[src/smm_pkg.sv]
// shared types and constants for the segmented memory map
`default_nettype none
package smm_pkg;

    localparam int REG_SEGS   = 4;
    localparam int SEG_IDX_W  = 2;
    localparam int SIZE_W     = 13;
    localparam int VADDR_W    = 32;
    localparam int DATA_W     = 32;
    localparam int NUM_REGS   = 2 * REG_SEGS;
    localparam int CFG_ADDR_W = 5;
    localparam int REG_IDX_W  = 3;

    typedef enum logic [1:0] {
        CMD_READ_BYTE  = 2'd0,
        CMD_WRITE_BYTE = 2'd1,
        CMD_READ_WORD  = 2'd2,
        CMD_WRITE_WORD = 2'd3
    } cmd_t;

    localparam logic [1:0] STATUS_OK       = 2'd0;
    localparam logic [1:0] STATUS_UNMAPPED = 2'd1;
    localparam logic [1:0] STATUS_CROSS    = 2'd2;

    typedef logic [REG_SEGS-1:0][VADDR_W-1:0] base_arr_t;
    typedef logic [REG_SEGS-1:0][SIZE_W-1:0]  size_arr_t;

    typedef struct packed {
        logic                 hit;
        logic                 room_ok;
        logic [SEG_IDX_W-1:0] seg;
    } loc_info_t;

endpackage
`default_nettype wire

[src/smm_locate.sv]
// segment match, offset and store index for one byte address
`default_nettype none
module smm_locate #(
    parameter int NUM_SEGMENTS = 4,
    parameter int SEG_BYTES    = 4096,
    parameter int ADDR_W       = 14
) (
    input  wire logic [smm_pkg::VADDR_W-1:0] address,
    input  wire smm_pkg::base_arr_t          seg_base,
    input  wire smm_pkg::size_arr_t          seg_size,
    output smm_pkg::loc_info_t               info,
    output logic [ADDR_W-1:0]                index
);
    import smm_pkg::*;

    localparam int NUM_ACTIVE = (NUM_SEGMENTS < REG_SEGS) ? NUM_SEGMENTS : REG_SEGS;

    logic [VADDR_W-1:0] off   [NUM_ACTIVE];
    logic [VADDR_W-1:0] sz    [NUM_ACTIVE];
    logic [NUM_ACTIVE-1:0] match;
    logic [VADDR_W-1:0] sel_off;
    logic [VADDR_W-1:0] sel_sz;
    logic [SEG_IDX_W-1:0] sel_seg;
    logic [VADDR_W-1:0] flat_idx;

    always_comb begin
        for (int i = 0; i < NUM_ACTIVE; i++) begin
            off[i] = address - seg_base[i];
            if (VADDR_W'(seg_size[i]) > VADDR_W'(SEG_BYTES)) begin
                sz[i] = VADDR_W'(SEG_BYTES);
            end else begin
                sz[i] = VADDR_W'(seg_size[i]);
            end
            match[i] = (off[i] < sz[i]);
        end
    end

    // lowest-numbered matching segment wins
    always_comb begin
        sel_off = '0;
        sel_sz  = '0;
        sel_seg = '0;
        for (int i = NUM_ACTIVE - 1; i >= 0; i--) begin
            if (match[i]) begin
                sel_off = off[i];
                sel_sz  = sz[i];
                sel_seg = SEG_IDX_W'(i);
            end
        end
    end

    assign flat_idx     = VADDR_W'(sel_seg) * VADDR_W'(SEG_BYTES) + sel_off;
    assign index        = flat_idx[ADDR_W-1:0];
    assign info.hit     = |match;
    assign info.room_ok = ((sel_off + VADDR_W'(3)) < sel_sz);
    assign info.seg     = sel_seg;

endmodule
`default_nettype wire

[config.mk]
export PLATFORM = sky130hd
export DESIGN_NAME = smm_locate
export DESIGN_NICKNAME = d
export VERILOG_FILES = /design/src/smm_pkg.sv /design/src/smm_locate.sv
export SDC_FILE = /design/constraint.sdc
export NUM_CORES = 1
export LEC_CHECK = 0
export BUFFER_PORTS_ARGS = -buffer_cell sky130_fd_sc_hd__buf_2
export CORE_MARGIN = 8
export CORE_UTILIZATION = 55
export DETAILED_ROUTE_END_ITERATION = 7
export PLACE_DENSITY = 0.82
export SYNTH_ARGS = -nofsm -noshare
export SYNTH_HDL_FRONTEND = slang
export SYNTH_SLANG_ARGS = --single-unit
export TNS_END_PERCENT = 5
[constraint.sdc]
create_clock -name vclk -period 10.5
set_input_delay 0.525 -clock vclk [all_inputs]
set_output_delay 0.525 -clock vclk [all_outputs]
set_load 0.02 [all_outputs]
# After elaboration in Yosys (flattened, before gate mapping)
# Index checks and enable logic that the tools add are counted.
# totals
register_bits	0
# op_classes
n_addsub	6
order_cmp	9
n_mux	16
reduce_logical	1
# ops
cell	n
32-bit two-way mux	8
32-bit < comparator	5
32-bit subtractor	4
13-bit greater-than comparator, second input constant	4
13-bit two-way mux	4
32-bit by 2-bit adder with 32-bit output, second input constant	1
14-bit adder	1
2-bit two-way mux	4
4-bit OR reduction	1

# Longest topological paths before layout
# Gate-level depths: netlist of the first run.
# depth
depth_word	9
mapped_depth	36

# Least setup slack after synthesis of the first run
# OpenSTA, ideal clock, no wires.
# synth_timing
path_kind	input to output
startpoint	input address[0] in the netlist's numbering
endpoint	output info[2] in the netlist's numbering
t_arrival_ps	7793
t_required_ps	9975
setup_slack_ps	2182
path_stages	33
n_path_buf	0
cell_sequence	inv_1 ha_1 inv_1 fa_1 a21o_1 a221oi_4 o21bai_1 a21oi_1 o21ai_0 a21o_1 a21oi_1 xnor2_1 ha_1 a32oi_1 o2111ai_1 a2111oi_0 nand4_1 nor4_1 nand4_1 or4_1 o311a_1 nor2_1 nor2b_1 ha_1 a2111oi_2 nand3_1 nor3_1 xnor2_1 ha_1 a21o_1 a221oi_1 nor2b_1 a2111oi_1
# synth_lines
element	line	text
start, declared	smm_locate.sv:8	input wire logic [smm_pkg::VADDR_W-1:0] address,
end, declared	smm_locate.sv:11	output smm_pkg::loc_info_t info,

==> results of run 1 <==
## final cells by class
type	count	area (um2)
fill	2025	8120
multi-input combinational	1435	10500
timing repair buffer	235	1190
tap	275	344
inverter	172	646
## placed cells by master, fill, tap and decap left out, types with 6 or more instances in the layout
cell type  count
nand2b_1       9
a21boi_0       8
and3_1        16
or3_1         16
a21oi_1      171
nor4_1        22
or4_1         15
a211oi_1      22
mux2i_1       21
nor2b_1       15
xor2_1        32
o22ai_1       13
o211ai_1      16
buf_2        230
nor3_1        29
o21ai_1        6
and4_1        13
ha_1         186
xnor2_1       54
nor2_1        96
a31o_2         8
nand3_1       40
a31oi_1       22
a22oi_1       12
o221ai_1       6
o21ai_0       81
o21bai_1      17
nor3b_1        6
nand2_1      169
a21o_1        58
o31ai_1        7
inv_1        170
nand3b_1       6
o31a_1         6
o2111ai_1      8
o21a_1        29
and2_1         7
o211a_1        6
nand4_1       52
## power by group through the flow
stage	logic, mW	registers [mW]	clock network (mW)
global placement	0.740	0	0
global route	0.843	0	0
finish	0.778	0	0
detailed placement	0.750	0	0
CTS	0.755	0	0
floorplan	0.527	0	0
## path summary, 6_finish.rpt
kind,startpoint,end,slack [ns],depth (start not counted)
max,address[0],info[2],1.15,35
min,seg_size[12],info[2],1.77,5
## layer usage
| metal | up-vias | wire length, um |
|---|---|---|
| li1 | 6650 | - |
| met3 | 148 | 5090 |
| met2 | 857 | 20300 |
| met4 | 0 | 2590 |
| met1 | 6458 | 21200 |
| met5 | - | 0 |
## worst max-delay path, delay by kind of cell
kind,cells,cell delay [ns]
buf+inv,4,0.62
compound gates,15,3.73
simple gates,9,2.19
fa+ha+maj,5,1.45
xor+xnor,2,0.32
## logic make-up after synthesis
group,Yosys count,share of synthesized area (%)
fa+ha+maj,190,21.0
simple gates,545,25.0
compound gates,590,36.5
mux,24,2.15
xor+xnor,86,6.57
buf+inv,245,8.70
## stage by stage
stage          hold WS (ns)  util [%]  instances
6_report               1.77      60.9       2117
5_1_grt                1.79      60.9       2117
4_1_cts                1.77      60.9       2117
3_5_place_dp           1.77      60.9       2117
3_3_place_gp           1.78      60.9       2117
2_1_floorplan          1.39         -       1680
==> impl_metrics.csv, run 1 <==
group,metric,value,unit
run_status,status,"complete, no violations",
synth,syn_inst,1680,
floorplan,dieArea,25700,um2
setup_path,cp-end-kind,"primary output",
synth,yosysSeqAreaShare,0,%
global_routing,grt-ovfl-total,0,
sta,setup-tns-final,0,ns
drt,drc_errors,0,
finish,drive_gt1_share,16.7,%
synth,yosysMostFrequentCell,"ha_1",
global_routing,met3_usage,5.55,%
sta,setup_viol,0,
place,place_area,12600,um2
floorplan,initial_core_util,55.2,%
drt,avgViaCountPerCell,6.67,
finish,diodes,0,
sta,slew_violations,0,
synth,ys_warn_count,0,
sta,post-route-period-util,89.0,%
worst_hold_path,hp-class,"primary input to primary output",
setup_path,cp-start-kind,"primary input",
global_routing,met2_usage,55.1,%
synth,syn-cell-area,11500,um2
sta,finalHoldViolations,0,
pwr,power_density,61.5,nW/um2
sta,fin_ws,1.15,ns
global_routing,grt_max_degree,44,
global_routing,busiest_layer,"met2",
place,placement.setup.worst_slack,1.29,ns
pwr,swShare,61.9,%
floorplan,io-pin-count,230,
pwr,ir_drop,0.0380,mV
floorplan,die_w,160,um
finish,finalInstanceArea,12600,um2
global_routing,use_met1,48.8,%
setup_path,timing.critical_path.mode_cell,"ha_1",
setup_path,critical-path-slowest-cell,"or4_1",
drt,ant_nets,0,
global_routing,first_global_vias,13100,
pwr,p_sw,0.482,mW
setup_path,slowest_delay,0.57,ns
global_routing,antenna_found_initial,0,
synth,synthTopCellsByCount,"ha_1, a21oi_1, inv_1",
global_routing,grt_pass1_wl,74000,um
sta,rsz0062_at_grt,"no",
floorplan,rows,53,
setup_path,cp.required,9.98,ns
synth,synth.net_count,2082,
floorplan,die_h,160,um
floorplan,core,20800,um2
pwr,p_comb_share,100.0,%
synth,ys_top_cells_by_area,"ha_1, a21oi_1, inv_1",
finish,area_delta_synth_final,10.3,%
finish,nNetsFinal,2246,
pwr,p_leak,6.07,nW
drt,routed_wl,49200,um
sta,worst_pin_slew,1.18,ns
pwr,power,0.778,mW
cts,post_cts_resized,0,
synth,yosysTopAreaCell,"ha_1",
sta,relSlewSlack,20.8,%
finish,seqCellArea,0,um2
cts,cts_hold_buf,0,
setup_path,worstPathArrival,8.82,ns
synth,synth_top_area_share,20.3,%
pwr,p_seq_share,0,%
place,io_buffers,230,
sta,max_clock_freq,0.107,GHz
synth,yosysUniqueCellTypes,112,
setup_path,path_class,"primary input to primary output",
place,hpwl,42000,um
cts,post_cts_buffers,0,
global_routing,grt_usage,35.6,%
synth,synth_area_per_cell,6.82,um2
run,cap_violations,0,
drt,first_pass_iters,6,
drt,drtIter0Drc,1611,
finish,design.seq.count,0,
place,gp_congestion,1.03,
sta,finalCriticalPeriod,9.35,ns
pwr,p_clk_share,0,%
drt,wire_per_inst,23.2,um
setup_path,cp_max_fo,6,
pwr,internal_power,0.296,mW
finish,nClkBuffers,0,
drt,via_count,14100,
Power figures use the tool's default switching activity.
==> inputs of run 2 (changes only) <==
--- a/config.mk
+++ b/config.mk
@@ -5,11 +5,11 @@
 export SDC_FILE = /design/constraint.sdc
 export NUM_CORES = 1
 export LEC_CHECK = 0
+export ABC_AREA = 1
 export BUFFER_PORTS_ARGS = -buffer_cell sky130_fd_sc_hd__buf_2
-export CORE_MARGIN = 8
 export CORE_UTILIZATION = 55
 export DETAILED_ROUTE_END_ITERATION = 7
-export PLACE_DENSITY = 0.82
+export PLACE_DENSITY = 0.8
 export SYNTH_ARGS = -nofsm -noshare
 export SYNTH_HDL_FRONTEND = slang
 export SYNTH_SLANG_ARGS = --single-unit
==> run 2 against run 1 <==
  * Global-route usage is 8.5 points higher
  * Flip-flop and latch count stayed put
  * Sequential share of layout area stayed put
==> impl_metrics.csv, run 2 <==
group,metric,value,unit
worst_hold_path,hold_start,"seg_base[0]",
sta,setup_viol,0,
sta,whs,1.70,ns
drt,ant_nets,0,
global_routing,first_global_vias,17200,
finish,multi_input_area,11800,um2
setup_path,timing.critical_path.mode_cell,"nand2_1",
synth,ys_top_cells_by_area,"nand2_1, ha_1, inv_1",
setup_path,worstPathArrival,6.51,ns
setup_path,cp-end-kind,"primary output",
place,gp_congestion,1.12,
sta,post-route-period-util,67.0,%
finish,nFillCells,2618,
drt,via_count,18700,
finish,final_cell_mix,"nand2_1, inv_1, nor2_1",
sta,relSlewSlack,55.0,%
finish,nNetsFinal,3482,
worst_hold_path,holdPathEnd,"index[0]",
cts,post_cts_resized,0,
synth,syn_inst,2865,
cts,post_cts_buffers,0,
synth,yosysUniqueCellTypes,60,
synth,synthTopCellsByCount,"nand2_1, inv_1, nor2_1",
sta,finalCriticalPeriod,7.04,ns
synth,synth.net_count,3267,
drt,routed_wl,59200,um
sta,max_clock_freq,0.142,GHz
global_routing,antenna_found_initial,2,
synth,yosysMostFrequentCell,"nand2_1",
synth,syn-cell-area,14200,um2
drt,first_pass_iters,6,
floorplan,dieArea,26400,um2
finish,drive_gt1_share,11.1,%
global_routing,grt_pass1_wl,90500,um
finish,area_delta_synth_final,10.4,%
finish,nClkBuffers,0,
setup_path,critical-path-slowest-cell,"fa_1",
place,hpwl,51200,um
synth,synth_top_area_share,29.4,%
place,io_buffers,230,
floorplan,io-pin-count,230,
worst_hold_path,hp-class,"primary input to primary output",
drt,avgViaCountPerCell,5.49,
finish,layout.cells.most_common,"nand2_1",
floorplan,die_h,162,um
sta,finalHoldViolations,0,
global_routing,grt_max_degree,36,
synth,yosysSeqAreaShare,0,%
sta,slew_violations,0,
finish,seqCellArea,0,um2
floorplan,die_w,162,um
setup_path,path_class,"primary input to primary output",
sta,rsz0062_at_grt,"no",
synth,synth_area_per_cell,4.94,um2
floorplan,initial_core_util,56.2,%
finish,fin_cells,3410,
setup_path,slowest_delay,0.39,ns
setup_path,cp_max_fo,35,
global_routing,grt_usage,44.1,%
setup_path,cp.required,9.98,ns
floorplan,rows,58,
synth,yosysTopAreaCell,"nand2_1",
floorplan,core,25200,um2
drt,drc_errors,0,
sta,setup-tns-final,0,ns
run_status,status,"complete, no violations",
place,dp_cells,3408,
finish,design.seq.count,0,
global_routing,grt-ovfl-total,0,
drt,wire_per_inst,17.4,um
sta,worst_pin_slew,0.673,ns
cts,cts_hold_buf,0,
setup_path,cp-start-kind,"primary input",
synth,ys_warn_count,0,
worst_hold_path,hold_path_depth,6,
run,cap_violations,0,
drt,drtIter0Drc,2173,
## run 2: cell types whose count changed after synthesis, sizes merged, moves of 21 or more
cell / before / now
a21o: 58 / 3
a21oi: 173 / 136
clkbuf: 43 / 4
inv: 172 / 594
mux2i: 22 / 0
nand2: 170 / 1138
nand3: 40 / 201
nor2: 96 / 277
o21a: 30 / 2
o21ai: 91 / 65
xnor2: 54 / 12
xor2: 32 / 53
## run 2: cell type report
class / instances / share of cell area (%)
Inverter: 600 / 14.4
Multi-Input combinational cell: 2248 / 75.5
Timing Repair Buffer: 230 / 7.37
Antenna cell: 2 / 0.0320
Tap cell: 330 / 2.64
## run 2: logic make-up after synthesis
group	synth area share, %
buf+inv	16.7
simple gates	52.1
compound gates	10.2
fa+ha+maj	17.0
xor+xnor	4.02
## run 2: metrics by stage
step / area (um2) / util, % / worst slack, ns
global route: 15600 / 62.0 / 3.01
detailed placement: 15600 / 62.0 / 3.65
global placement: 15600 / 62.0 / 3.81
finish: 15600 / 62.0 / 3.46
CTS: 15600 / 62.0 / 3.64
floorplan: 14200 / - / 4.66
## run 2: per-layer routing
| metal | vias to the layer above | part of all wire [%] | GRT usage [%] |
|---|---|---|---|
| li1 | 9293 | - | - |
| met1 | 8188 | 41 | 57.3 |
| met2 | 1058 | 41 | 69.1 |
| met3 | 180 | 12 | 7.31 |
| met4 | 4 | 5.9 | 24.4 |
| met5 | - | 0.051 | 0 |
## run 2: how the worst max path moves through the flow
stage	from	to	slack [ns]	cells past startpoint
after CTS	address[0]	info[2]	3.64	35
after global routing	address[0]	info[2]	3.01	35
final	address[0]	info[2]	3.46	35
after global placement	address[0]	info[2]	3.81	35
after floorplan	address[0]	info[2]	4.66	33
after detailed placement	address[0]	info[2]	3.65	35
## run 2: critical path, delay by kind of cell
family | cells | cell delay (ns)
compound gates | 9 | 1.74
simple gates | 11 | 1.30
buf+inv | 8 | 1.14
fa+ha+maj | 5 | 1.41
xor+xnor | 2 | 0.38
==> inputs of run 3 (changes only) <==
==> constraint.sdc (replaced) <==
create_clock -name vclk -period 6.6
set_input_delay 0.33 -clock vclk [all_inputs]
set_output_delay 0.33 -clock vclk [all_outputs]
set_load 0.02 [all_outputs]
==> run 3 against run 2 <==
  * First-iteration DRC count is 8.7% lower
  * Design area up 0.50%
  * Wire length up 0.83%
  * Critical path depth unchanged
==> impl_metrics.csv, run 3 (synthesis results as in run 2) <==
group,metric,value,unit
sta,max_clock_freq,0.158,GHz
finish,area_delta_synth_final,10.9,%
finish,nNetsFinal,3493,
floorplan,rows,58,
worst_hold_path,hp-class,"primary input to primary output",
place,place_area,15700,um2
sta,post-route-period-util,95.8,%
drt,drc_errors,0,
floorplan,initial_core_util,56.2,%
place,io_buffers,230,
setup_path,cp_max_fo,14,
cts,post_cts_resized,0,
finish,layout.cells.most_common,"nand2_1",
sta,rsz0062_at_grt,"no",
finish,fin_cells,3419,
cts,post_cts_buffers,0,
floorplan,die_w,162,um
drt,first_pass_iters,7,
finish,final_core_util,62.3,%
pwr,ir_drop,0.0658,mV
global_routing,grt_usage,43.9,%
global_routing,met3_usage,5.50,%
place,hpwl,51400,um
setup_path,worstPathArrival,5.99,ns
floorplan,die_h,162,um
place,gp_congestion,1.09,
finish,design.seq.count,0,
setup_path,timing.critical_path.mode_cell,"nand2_1",
sta,setup-tns-final,0,ns
setup_path,cp-start-kind,"primary input",
finish,final_cell_mix,"nand2_1, inv_1, nor2_1",
drt,wire_per_inst,17.5,um
pwr,power_density,94.5,nW/um2
pwr,p_leak,10.0,nW
drt,avgViaCountPerCell,5.55,
setup_path,critical-path-slowest-cell,"fa_1",
setup_path,cp-end-kind,"primary output",
sta,setup_viol,0,
cts,cts_hold_buf,0,
finish,diodes,0,
finish,seqCellArea,0,um2
setup_path,path_buf_inv,8,
global_routing,busiest_layer,"met2",
drt,drtIter0Drc,1983,
global_routing,use_met1,58.4,%
drt,via_count,19000,
global_routing,grt-ovfl-total,0,
setup_path,path_class,"primary input to primary output",
finish,finalInstanceArea,15700,um2
run,cap_violations,0,
global_routing,met2_usage,67.6,%
global_routing,grt_pass1_wl,89300,um
floorplan,core,25200,um2
global_routing,antenna_found_initial,1,
finish,nClkBuffers,0,
sta,worst_pin_slew,0.626,ns
floorplan,io-pin-count,230,
sta,finalHoldViolations,0,
setup_path,cp.required,6.27,ns
global_routing,first_global_vias,17000,
run_status,status,"complete, no violations",
sta,slew_violations,0,
drt,ant_nets,0,
drt,routed_wl,59700,um
sta,relSlewSlack,57.9,%
floorplan,dieArea,26400,um2
global_routing,grt_max_degree,35,
finish,drive_gt1_share,11.4,%
pwr,power,1.48,mW
setup_path,critPathTopFamily,"compound AO/OA/AOI/OAI gates",
sta,finalCriticalPeriod,6.32,ns
place,dp_cells,3419,
setup_path,slowest_delay,0.41,ns
[run 3: changes by cell type in the layout (fill, tap and decap cells not counted)]
cell     previous run  this run
buf_4               0        11
diode_2             2         0
[run 3: area by class of cell]
type	instances	area, um2
multi-input cells	2248	11800
fillers	2620	9490
inverters	600	2250
repair buffers	241	1230
well taps	330	413
[run 3: per-stage QoR]
step	hold WS, ns	setup WS (ns)
detailed placement	1.27	0.380
finish	1.29	0.277
global route	1.29	0.00181
floorplan	1.01	1.15
global placement	1.26	0.599
CTS	1.27	0.364
[run 3: per-layer routing]
layer,vias up,wire [um],share of wire [%]
met1,8400,24700,41
li1,9341,-,-
met5,-,18,0.030
met4,2,4080,6.8
met2,1060,24200,41
met3,174,6690,11
[run 3: final timing paths]
kind | start | end | slack, ns | cells past startpoint
max | address[0] | info[2] | 0.28 | 35
min | seg_base[0] | index[0] | 1.29 | 6
[run 3: power breakdown]
part	internal [mW]	total, mW	leakage, nW	switching, mW
combinational	0.481	1.48	10.0	1.00
clock	0	0	0	0
sequential	0	0	0	0
total	0.481	1.48	10.0	1.00
