--- config.mk ---
export PLATFORM = sky130hd
export DESIGN_NAME = smm_regs
export DESIGN_NICKNAME = d
export VERILOG_FILES = /design/src/smm_pkg.sv /design/src/smm_regs.sv
export SDC_FILE = /design/constraint.sdc
export NUM_CORES = 1
export LEC_CHECK = 0
export BUFFER_PORTS_ARGS = -buffer_cell sky130_fd_sc_hd__buf_2
export CAP_MARGIN = 20
export CORE_ASPECT_RATIO = 1.2
export CORE_MARGIN = 2
export CORE_UTILIZATION = 50
export DETAILED_ROUTE_END_ITERATION = 7
export PLACE_DENSITY = 0.76
export SLEW_MARGIN = 20
export SYNTH_ARGS = -nofsm -noshare
export SYNTH_HDL_FRONTEND = slang
export SYNTH_SLANG_ARGS = --single-unit
--- constraint.sdc ---
create_clock -name aclk -period 3 [get_ports aclk]
set_input_delay 0.3 -clock aclk [delete_from_list [all_inputs] [get_ports aclk]]
set_output_delay 0.3 -clock aclk [all_outputs]
set_load 0.1 [all_outputs]
--- src/smm_pkg.sv ---
// shared types and constants for the segmented memory map
`default_nettype none
package smm_pkg;

    localparam int REG_SEGS   = 4;
    localparam int SEG_IDX_W  = 2;
    localparam int SIZE_W     = 13;
    localparam int VADDR_W    = 32;
    localparam int DATA_W     = 32;
    localparam int NUM_REGS   = 2 * REG_SEGS;
    localparam int CFG_ADDR_W = 5;
    localparam int REG_IDX_W  = 3;

    typedef enum logic [1:0] {
        CMD_READ_BYTE  = 2'd0,
        CMD_WRITE_BYTE = 2'd1,
        CMD_READ_WORD  = 2'd2,
        CMD_WRITE_WORD = 2'd3
    } cmd_t;

    localparam logic [1:0] STATUS_OK       = 2'd0;
    localparam logic [1:0] STATUS_UNMAPPED = 2'd1;
    localparam logic [1:0] STATUS_CROSS    = 2'd2;

    typedef logic [REG_SEGS-1:0][VADDR_W-1:0] base_arr_t;
    typedef logic [REG_SEGS-1:0][SIZE_W-1:0]  size_arr_t;

    typedef struct packed {
        logic                 hit;
        logic                 room_ok;
        logic [SEG_IDX_W-1:0] seg;
    } loc_info_t;

endpackage
`default_nettype wire

--- src/smm_regs.sv ---
// apb register file holding segment bases and sizes
`default_nettype none
module smm_regs (
    input  wire logic                          aclk,
    input  wire logic                          aresetn,
    input  wire logic                          psel,
    input  wire logic                          penable,
    input  wire logic                          pwrite,
    input  wire logic [smm_pkg::CFG_ADDR_W-1:0] paddr,
    input  wire logic [31:0]                   pwdata,
    output logic      [31:0]                   prdata,
    output logic                               pready,
    output smm_pkg::base_arr_t                 seg_base,
    output smm_pkg::size_arr_t                 seg_size
);
    import smm_pkg::*;

    base_arr_t             base_reg;
    size_arr_t             size_reg;
    logic [REG_IDX_W-1:0]  reg_idx;
    logic [SEG_IDX_W-1:0]  seg_sel;
    logic                  is_size;

    assign reg_idx  = paddr[CFG_ADDR_W-1:2];
    assign seg_sel  = reg_idx[SEG_IDX_W-1:0];
    assign is_size  = (reg_idx >= REG_IDX_W'(REG_SEGS));
    assign pready   = 1'b1;
    assign seg_base = base_reg;
    assign seg_size = size_reg;

    always_ff @(posedge aclk) begin
        if (!aresetn) begin
            base_reg <= '0;
            size_reg <= '0;
        end else if (psel && penable && pwrite) begin
            if (is_size) begin
                size_reg[seg_sel] <= pwdata[SIZE_W-1:0];
            end else begin
                base_reg[seg_sel] <= pwdata;
            end
        end
    end

    always_comb begin
        if (is_size) begin
            prdata = {{(32-SIZE_W){1'b0}}, size_reg[seg_sel]};
        end else begin
            prdata = base_reg[seg_sel];
        end
    end

endmodule
`default_nettype wire

## Yosys cells after proc, flatten, opt, wreduce, memory -nomap -nowiden

Index checks and enable logic that the tools add are counted.

- Order comparisons: 3
- Multiplexer cells: 11
- Bitwise operators: 1
- Reductions and logical operators: 5

Operators with widths:

| operator | number |
|---|---|
| 128-bit bitwise mux | 1 |
| 32-bit two-way mux | 3 |
| 32-bit binary-select mux with 2-bit select | 1 |
| 32-bit demux with 2-bit select | 1 |
| 52-bit bitwise mux | 1 |
| 13-bit binary-select mux with 2-bit select | 1 |
| 13-bit demux with 2-bit select | 1 |
| 13-bit two-way mux | 2 |
| 2-bit AND reduction | 2 |
| 3-bit greater-or-equal comparator (second input constant) | 1 |
| 1-bit logical AND | 3 |
| 2-bit by 3-bit less-than comparator with 1-bit output (second input constant) | 1 |
| 2-bit by 1-bit greater-or-equal comparator with 1-bit output (second input constant) | 1 |
| 1-bit NOT | 1 |

- Register bits: 180
- Input bits: 42

## Logic depth before layout (Yosys ltp)

Gate-level depths: netlist (run 1).

- Depth after elaboration: 5
- Depth in mapped cells: 6

## Least setup slack after synthesis (run 1)

No wires, ideal clock.

- Path kind: reg-to-output
- Start: register base_reg (netlist bit seg_base[77])
- End: output port prdata[13]
- Data arrival time: 2.705 ns
- Path slack: -0.005 ns
- Stages on the path, launching flop included: 3
- Cell sequence: dfxtp_1 > mux4_2 > nor2b_1

- Word-level cells in the longest chain between the ends: 3

Ends and longest elaborated chain:

| what | line | source |
|---|---|---|
| from (decl) | smm_regs.sv:18 | `base_arr_t base_reg;` |
| from (signal, indexed assignment) | smm_regs.sv:39 | `base_reg[seg_sel] <= pwdata;` |
| 32-bit binary-select mux with 2-bit select | smm_regs.sv:48 | `prdata = base_reg[seg_sel];` |
| 32-bit two-way mux (implied by the code) | smm_regs.sv:48 |  |
| 32-bit two-way mux | smm_regs.sv:45 | `if (is_size) begin` |
| to (decl) | smm_regs.sv:11 | `output logic [31:0] prdata,` |

No other way between the ends. The select of a mux whose other input is x is not followed.

## Worst setup path in the final report (run 1)

- Start: input port paddr[3] in the netlist's numbering
- End: output port prdata[0]

- Word-level cells in the longest chain between the ends: 3
- Elaborated cells between the ends (all ways): 6

Ends and longest elaborated chain:

| what | line | source |
|---|---|---|
| from (decl) | smm_regs.sv:9 | `input wire logic [smm_pkg::CFG_ADDR_W-1:0] paddr,` |
| 32-bit binary-select mux with 2-bit select / 13-bit binary-select mux with 2-bit select (equally long branches) | smm_regs.sv:48, smm_regs.sv:46 |  |
| 32-bit two-way mux (implied by the code) / 13-bit two-way mux (equally long branches) | smm_regs.sv:48, smm_regs.sv:46 |  |
| 32-bit two-way mux (*) | smm_regs.sv:45 |  |

Every way passes the cells marked *; elsewhere a longest branch is shown, timed or not. The select of a mux whose other input is x is not followed.

==> results of run 1 <==
cell type report:
| type | instances | area (um^2) |
|---|---|---|
| timing repair buffer | 275 | 1520 |
| clock inverter | 8 | 149 |
| sequential | 180 | 3600 |
| tap | 208 | 260 |
| multi-input combinational | 484 | 4050 |
| fill | 1240 | 5460 |
| clock buffer | 22 | 474 |
worst max-delay path by stage:
stage / depth (start not counted) / to / slack [ps]
2_1_floorplan: 2 / prdata[13] / 520
3_3_place_gp: 5 / prdata[0] / 620
3_5_place_dp: 5 / prdata[0] / 580
4_1_cts: 5 / prdata[0] / 590
5_1_grt: 5 / prdata[4] / 530
6_report: 5 / prdata[0] / 600
metrics by stage:
step | instances | power [mW] | utilization (%) | setup WS, ps | area [um^2]
floorplan | 722 | 2.81 | - | 524 | 7940
global placement | 1147 | 2.92 | 60.8 | 615 | 9440
detailed placement | 1147 | 2.92 | 60.8 | 585 | 9440
CTS | 1177 | 5.26 | 64.8 | 587 | 10100
global route | 1177 | 5.39 | 64.8 | 530 | 10100
finish | 1177 | 5.23 | 64.8 | 603 | 10100
power by group through the flow:
stage,clock [mW],combinational (mW),sequential (mW)
after detailed placement,0,0.448,2.47
after global routing,2.49,0.471,2.42
after floorplan,0,0.209,2.60
final,2.36,0.447,2.42
after CTS,2.39,0.450,2.42
after global placement,0,0.444,2.47
worst max-delay path: stages:
cell and delay (ps):
buf_4 430, buf_12 250, mux4_2 520, mux2_2 270, buf_2 290
per-layer routing:
layer	global-route usage (%)	up-vias
li1	-	2961
met1	32.8	3101
met2	42.0	229
met3	6.71	22
met4	7.14	0
met5	0	-
logic make-up (layout without fill, tap and decap cells):
family                 Yosys count  after routing  share of synthesized area, %
and+or+nand+nor                245            245                          12.7
muxes                          238            238                          37.5
buffers and inverters           58            305                          4.03
other                            1              1                        0.0475
DFF                            180            180                          45.7
registers in the layout, indices dropped and copies added, names as in the netlist:
| register | cells |
|---|---|
| seg_base | 128 |
| seg_size | 52 |
cells in the mapped netlist (all sizes together):
cell type / count
nor2b: 19
buf: 30
nand2: 214
clkbuf: 28
nand2b: 1
mux4: 45
or4: 2
conb: 1
nand4b: 1
nand4: 1
nand3: 1
nor3: 2
mux2i: 180
nor2: 4
mux2: 13
dfxtp: 180
==> summary.md, run 1 <==
| Metric | Value |
|---|---|
| Status | finished, final reports clean |
| Worst hold endpoint | seg_base[18]$_SDFFE_PN0P_ |
| Seq cells post-synth | 180 |
| Cts hold-fix bufs | 0 |
| Max Cap Viol | 0 |
| Setup Fix Bufs, Post-CTS | 0 |
| # resized after CTS | 0 |
| Critical Path Source | paddr[3] |
| Initial antenna violation count | 0 |
| Worst Reg-to-Reg Cells | 2 |
| Initial Util | 50.9% |
| 1st-pass router iterations | 5 |
| Commonest non-fill, non-tap cell in the layout | buf_2 |
| Post-DP HPWL | 14.8 mm |
| Syn nets | 764 |
| TritonCTS buffer count | 17 |
| Achievable Freq | 417 MHz |
| Crit-path max FO | 30 |
| Flop pwr share | 46.3% |
| Syn Std Cell Area | 7890 um^2 |
| Clock share of power | 45.1% |
| Total grt overflow | 0 |
| Internal power | 3.98 mW |
| Crit. End Element | output port |
| Tcrit/Tclk final | 79.9% |
| Global-route wire length before repair | 33.4 mm |
| Largest net degree at the start of global routing | 51 |
| Worst EP required | 2700 ps |
| Max rail drop VDD | 0.000347 V |
| Core area | 15500 um^2 |
| Worst rel slew slack | 30.9% |
| Register area share after synthesis | 45.7% |
| Clock slew seen by the registers of the worst setup and hold paths | 60 ps |
| DR DRC count | 0 |
| Antenna Cells | 0 |
| CTS tree | done |
| Reg-to-Reg End | seg_size[18]$_SDFFE_PN0P_ |
| Crit start category | input port |
| Vias in the first global route | 6159 |
| Avg WL per Cell | 18.2 um |
| Nets | 1000 |
| Top layer in use | met4 |
| DRT iter0 DRCs | 370 |
| Net Sw Frac | 24.0% |
| Synth cell types | 18 |
| Leakage | 4.60 nW |
| Final setup viols | 0 |
| I/O Buffers | 251 |
| Vias per cell | 5.36 |
| Hold Crit Depth | 3 |
| Reg2reg start | seg_size[18]$_SDFFE_PN0P_ |
| Post-synth top area share | 45.7% |
| Mapped Cells | 722 |
| Worst-skew pair later-pin latency | 420 ps |
| RD Place Congestion | 0.767 |
| PwrDens | 520 nW/um^2 |
| Die area | 16800 um^2 |
| TNS Setup | 0 ps |
| CTS Sinks | 180 |
| Tmin final | 2400 ps |
| Die X | 119 um |
| Site Rows | 50 |
| Die height | 142 um |
| Synth-to-Final Area Change | 27.5% |
| Net switching power | 1.25 mW |
| Slew of the pin with the lowest slew margin | 1040 ps |
| HP Start | pwdata[18] |
| H-tree Lvls | 4 |
| Vias | 6313 |
| Flop2flop setup slack | 2320 ps |
| Most frequent cells in the layout | buf_2, nand2_1, mux2i_1, dfxtp_1, mux4_2 |
| Antenna viol nets, final | 0 |
| Root Driver | clkbuf_16 |
| Final wirelength | 21.5 mm |
| Synth Area per Inst | 10.9 um^2 |
| Final Skew | 0 ps |
| RSZ-0062 raised after global routing | false |
| Crit path kind | in -> out |
| Leading area contributor after synthesis | dfxtp_1 |
| Met3 WL post-DR | 1.60 mm |
| Worst hold-check path type | in -> reg |
| Met2 wire len | 10.4 mm |
| CTS max path bufs | 2 |
| Worst EP arrival | 2100 ps |
| DRT met1 WL | 9.21 mm |
| Ports | 255 |
| Layout cells sized above 1 | 40.0% |
| Hold slack final | 205 ps |
| Yosys warns | 0 |
| Logic pwr share | 8.6% |
| Final hold vios | 0 |
| Largest cells by area after synthesis | dfxtp_1, mux2i_1, mux4_2 |
| Count of pins over their slew limit | 0 |
| GRT Util Overall | 25.3% |
Power figures use the tool's default switching activity.
==> run 2, diff against run 1 <==
Settings changed: CORE_UTILIZATION 50 to 46, PLACE_DENSITY 0.76 to 0.73.
Clock period 3 ns to 2 ns, I/O delays scaled along.
==> summary.md, run 2 (synthesis results as in run 1) <==
| Metric | Value |
|---|---|
| TritonCTS buffer count | 17 |
| Crit-path max FO | 3 |
| Worst EP required | 1800 ps |
| Commonest non-fill, non-tap cell in the layout | buf_2 |
| Final Util | 64.6% |
| Antenna Cells | 0 |
| GR Layer Usage met1 | 31.2% |
| Die height | 147 um |
| GRT Util Overall | 24.5% |
| CTS max path bufs | 2 |
| Total grt overflow | 0 |
| TNS Setup | 0 ps |
| Crit path kind | reg -> out |
| Synth-to-Final Area Change | 37.8% |
| Net Sw Frac | 25.3% |
| Tmin final | 1950 ps |
| 1st-pass router iterations | 5 |
| Most frequent cells in the layout | buf_2, nand2_1, mux2i_1, dfxtp_2, mux4_2 |
| Flop pwr share | 46.5% |
| Global-route wire length before repair | 34.4 mm |
| GRT Max-Usage Layer | met2 |
| Cts hold-fix bufs | 0 |
| Final setup viols | 0 |
| Ports | 255 |
| Vias per cell | 5.33 |
| Final wirelength | 22.2 mm |
| CTS tree | done |
| Filler instances | 1339 |
| Global-route met2 utilization | 40.2% |
| Die area | 18200 um^2 |
| CTS Sinks | 180 |
| RD Place Congestion | 0.766 |
| Largest net degree at the start of global routing | 44 |
| Worst rel slew slack | 65.8% |
| Setup Fix Bufs, Post-CTS | 0 |
| Logic pwr share | 9.3% |
| Net switching power | 1.98 mW |
| RSZ-0062 raised after global routing | false |
| DR DRC count | 0 |
| Tcrit/Tclk final | 97.7% |
| Worst hold-check path type | in -> reg |
| Final hold vios | 0 |
| Max rail drop VDD | 0.000509 V |
| Clock share of power | 44.2% |
| Antenna viol nets, final | 0 |
| Site Rows | 52 |
| Avg WL per Cell | 18.5 um |
| Slew of the pin with the lowest slew margin | 517 ps |
| Worst EP arrival | 1750 ps |
| Status | finished, final reports clean |
| Layout cells sized above 1 | 59.3% |
| Clock slew seen by the registers of the worst setup and hold paths | 70 ps |
| Final Skew | 0 ps |
| Leakage | 4.81 nW |
| Count of pins over their slew limit | 0 |
| Flip-flop count of the largest register after layout | 128 |
| Core area | 16900 um^2 |
| Nets | 1011 |
| Crit start category | register |
| DRT iter0 DRCs | 394 |
| PwrDens | 718 nW/um^2 |
| Internal power | 5.83 mW |
| Max Cap Viol | 0 |
| Vias in the first global route | 6323 |
| Achievable Freq | 512 MHz |
| Initial Util | 46.8% |
| Vias | 6385 |
| H-tree Lvls | 4 |
| Crit. End Element | output port |
| Die X | 124 um |
| Post-DP HPWL | 15.5 mm |
| Worst-skew pair later-pin latency | 410 ps |
| Root Driver | clkbuf_16 |
| Met3 usage | 7.29% |
| I/O Buffers | 251 |
| Initial antenna violation count | 1 |
==> run 2: per-stage QoR <==
step                      std cells  total power, mW  area (um^2)  hold WS [ps]  setup slack, ps
after detailed placement       1166             4.44        10200           450              116
after global routing           1197             8.06        10900          95.3             3.84
after global placement         1166             4.43        10200           444              143
after floorplan                 722             4.23         8260           397              114
after CTS                      1197             7.86        10900          81.6             1.91
final                          1197             7.81        10900           100             45.3
==> run 2: layer usage <==
layer / wire, um / part of all wire (%)
met1: 9430 / 42
met2: 10900 / 49
met3: 1610 / 7.3
met4: 221 / 1.0
met5: 13 / 0.059
==> run 2: area by class of cell <==
class                           count  area, um^2  area share [%]
Clock inverter                     13         170            1.56
Multi-Input combinational cell    484        4150            38.1
Tap cell                          216         270            2.48
Sequential cell                   180        3830            35.2
Clock buffer                       18         439            4.04
Timing Repair Buffer              286        2020            18.6
==> run 2: worst max-delay path: stages, from the launching register on <==
cell and delay, ps:
dfxtp_2 330, mux4_2 480, mux2_2 280, buf_4 230
==> run 2: final timing paths <==
kind | cells after the start | slack [ps] | end | startpoint
max | 3 | 50 | prdata[8] | seg_base[104]$_SDFFE_PN0P_
min | 3 | 100 | seg_base[15]$_SDFFE_PN0P_ | pwdata[15]
min reg2reg | 2 | 460 | seg_size[32]$_SDFFE_PN0P_ | seg_size[32]$_SDFFE_PN0P_
max reg2reg | 2 | 1370 | seg_base[89]$_SDFFE_PN0P_ | seg_base[89]$_SDFFE_PN0P_
==> run 2: power by group through the flow <==
stage	Combinational, mW	Sequential [mW]	Clock, mW
after detailed placement	0.722	3.71	0
after global placement	0.715	3.71	0
after global routing	0.763	3.63	3.67
after floorplan	0.322	3.90	0
final	0.723	3.63	3.45
after CTS	0.724	3.63	3.50
==> run 2: what timing repair did <==
item | CTS | global route
setup endpoints to repair | 9 | 7
hold endpoints to repair | 0 | 0
gates resized for setup | 10 | 11
==> run 3, diff against run 2 <==
Settings changed: PLACE_DENSITY 0.73 to 0.82.
==> summary.md, run 3 (synthesis results as in run 1) <==
| Metric | Value |
|---|---|
| Status | finished, final reports clean |
| Synth-to-Final Area Change | 38.4% |
| Clock slew seen by the registers of the worst setup and hold paths | 70 ps |
| Ports | 255 |
| Post-Place Cells | 1166 |
| Leakage | 4.84 nW |
| Die height | 147 um |
| Final hold vios | 0 |
| Layout cells sized above 1 | 59.4% |
| Net Sw Frac | 24.2% |
| Post-DP HPWL | 15.6 mm |
| Count of pins over their slew limit | 0 |
| Max Cap Viol | 0 |
| Worst EP required | 1800 ps |
| Final wirelength | 22.0 mm |
| Crit. End Element | output port |
| DRT iter0 DRCs | 327 |
| Worst-skew pair later-pin latency | 420 ps |
| Logic pwr share | 8.8% |
| Vias | 6381 |
| RD Place Congestion | 0.784 |
| Root Driver | clkbuf_16 |
| I/O Buffers | 251 |
| Worst EP arrival | 1770 ps |
| Crit start category | register |
| Die area | 18200 um^2 |
| PwrDens | 739 nW/um^2 |
| Clock share of power | 46.2% |
| CTS max path bufs | 2 |
| Commonest non-fill, non-tap cell in the layout | buf_2 |
| GRT Util Overall | 24.0% |
| Finished Layout Cells | 1199 |
| Final Skew | 0 ps |
| Tcrit/Tclk final | 98.7% |
| Internal power | 6.12 mW |
| Die X | 124 um |
| CTS Sinks | 180 |
| Global-route wire length before repair | 33.8 mm |
| Crit-path max FO | 3 |
| Final setup viols | 0 |
| Achievable Freq | 507 MHz |
| Nets | 1011 |
| H-tree Lvls | 4 |
| Initial Util | 46.8% |
| Site Rows | 52 |
| Net switching power | 1.95 mW |
| Vias in the first global route | 6405 |
| Most frequent cells in the layout | buf_2, nand2_1, mux2i_1, dfxtp_2, mux4_2 |
| 1st-pass router iterations | 5 |
| DR DRC count | 0 |
| CTS tree | done |
| Pwr Total | 8.07 mW |
| Tmin final | 1970 ps |
| Vias per cell | 5.32 |
| Setup Fix Bufs, Post-CTS | 0 |
| Avg WL per Cell | 18.4 um |
| Antenna viol nets, final | 0 |
| Flip-flop count of the largest register after layout | 128 |
| Flop pwr share | 45.0% |
| Core area | 16900 um^2 |
| Pre-CTS setup slack | 4.21 ps |
| Worst hold-check path type | in -> reg |
| Cts hold-fix bufs | 0 |
| Initial antenna violation count | 1 |
| TritonCTS buffer count | 17 |
| Total grt overflow | 0 |
| Max rail drop VDD | 0.000625 V |
| Slew of the pin with the lowest slew margin | 516 ps |
| Crit path kind | reg -> out |
| Worst rel slew slack | 65.8% |
| Final worst slack | 26.6 ps |
| Largest net degree at the start of global routing | 51 |
==> run 3: timing repair <==
item / CTS / global route
endpoints found under the setup margin: 5 / 10
cloned: 0 / 0
gates resized for setup: 5 / 17
==> run 3: routing by layer <==
metal	global-route usage, %	vias up	wire length (um)
li1	-	2982	-
met1	29.7	3124	9230
met2	40.4	242	11000
met3	5.86	33	1310
met4	8.30	0	449
met5	0	-	0
==> run 3: final cells by class <==
cell class	instances	area (um^2)
Fill cell	1290	5930
Multi-Input combinational cell	484	4150
Sequential cell	180	3830
Timing Repair Buffer	286	2000
Clock buffer	23	508
Tap cell	216	270
Clock inverter	9	163
Antenna cell	1	2.50
==> run 3: path summary, 6_finish.rpt <==
check,cells after the start,slack (ps),end,startpoint
min reg2reg,2,460,seg_base[94]$_SDFFE_PN0P_,seg_base[94]$_SDFFE_PN0P_
max reg2reg,2,1330,seg_base[118]$_SDFFE_PN0P_,seg_base[118]$_SDFFE_PN0P_
max,3,30,prdata[3],seg_base[99]$_SDFFE_PN0P_
min,3,100,seg_base[109]$_SDFFE_PN0P_,pwdata[13]
==> run 3: per-stage QoR <==
step | cell area (um^2) | hold slack (ps) | util (%) | TNS [ps]
3_3_place_gp | 10200 | 443 | 60.6 | 0
6_report | 10900 | 104 | 64.8 | 0
5_1_grt | 10900 | 92.6 | 64.8 | -3.09
3_5_place_dp | 10200 | 450 | 60.6 | 0
4_1_cts | 10900 | 84.2 | 64.6 | 0
2_1_floorplan | 8260 | 397 | - | 0
==> run 3: power by group through the flow <==
stage / sequential [mW] / combinational, mW / clock [mW]
2_1_floorplan: 3.90 / 0.322 / 0
3_3_place_gp: 3.71 / 0.700 / 0
3_5_place_dp: 3.71 / 0.709 / 0
4_1_cts: 3.63 / 0.712 / 3.79
5_1_grt: 3.63 / 0.747 / 3.93
6_report: 3.63 / 0.710 / 3.73
==> run 3: critical path, cell delays in order, from the launching register on <==
cell	delay, ps
dfxtp_2	330
mux4_2	470
mux2_2	270
clkbuf_4	280
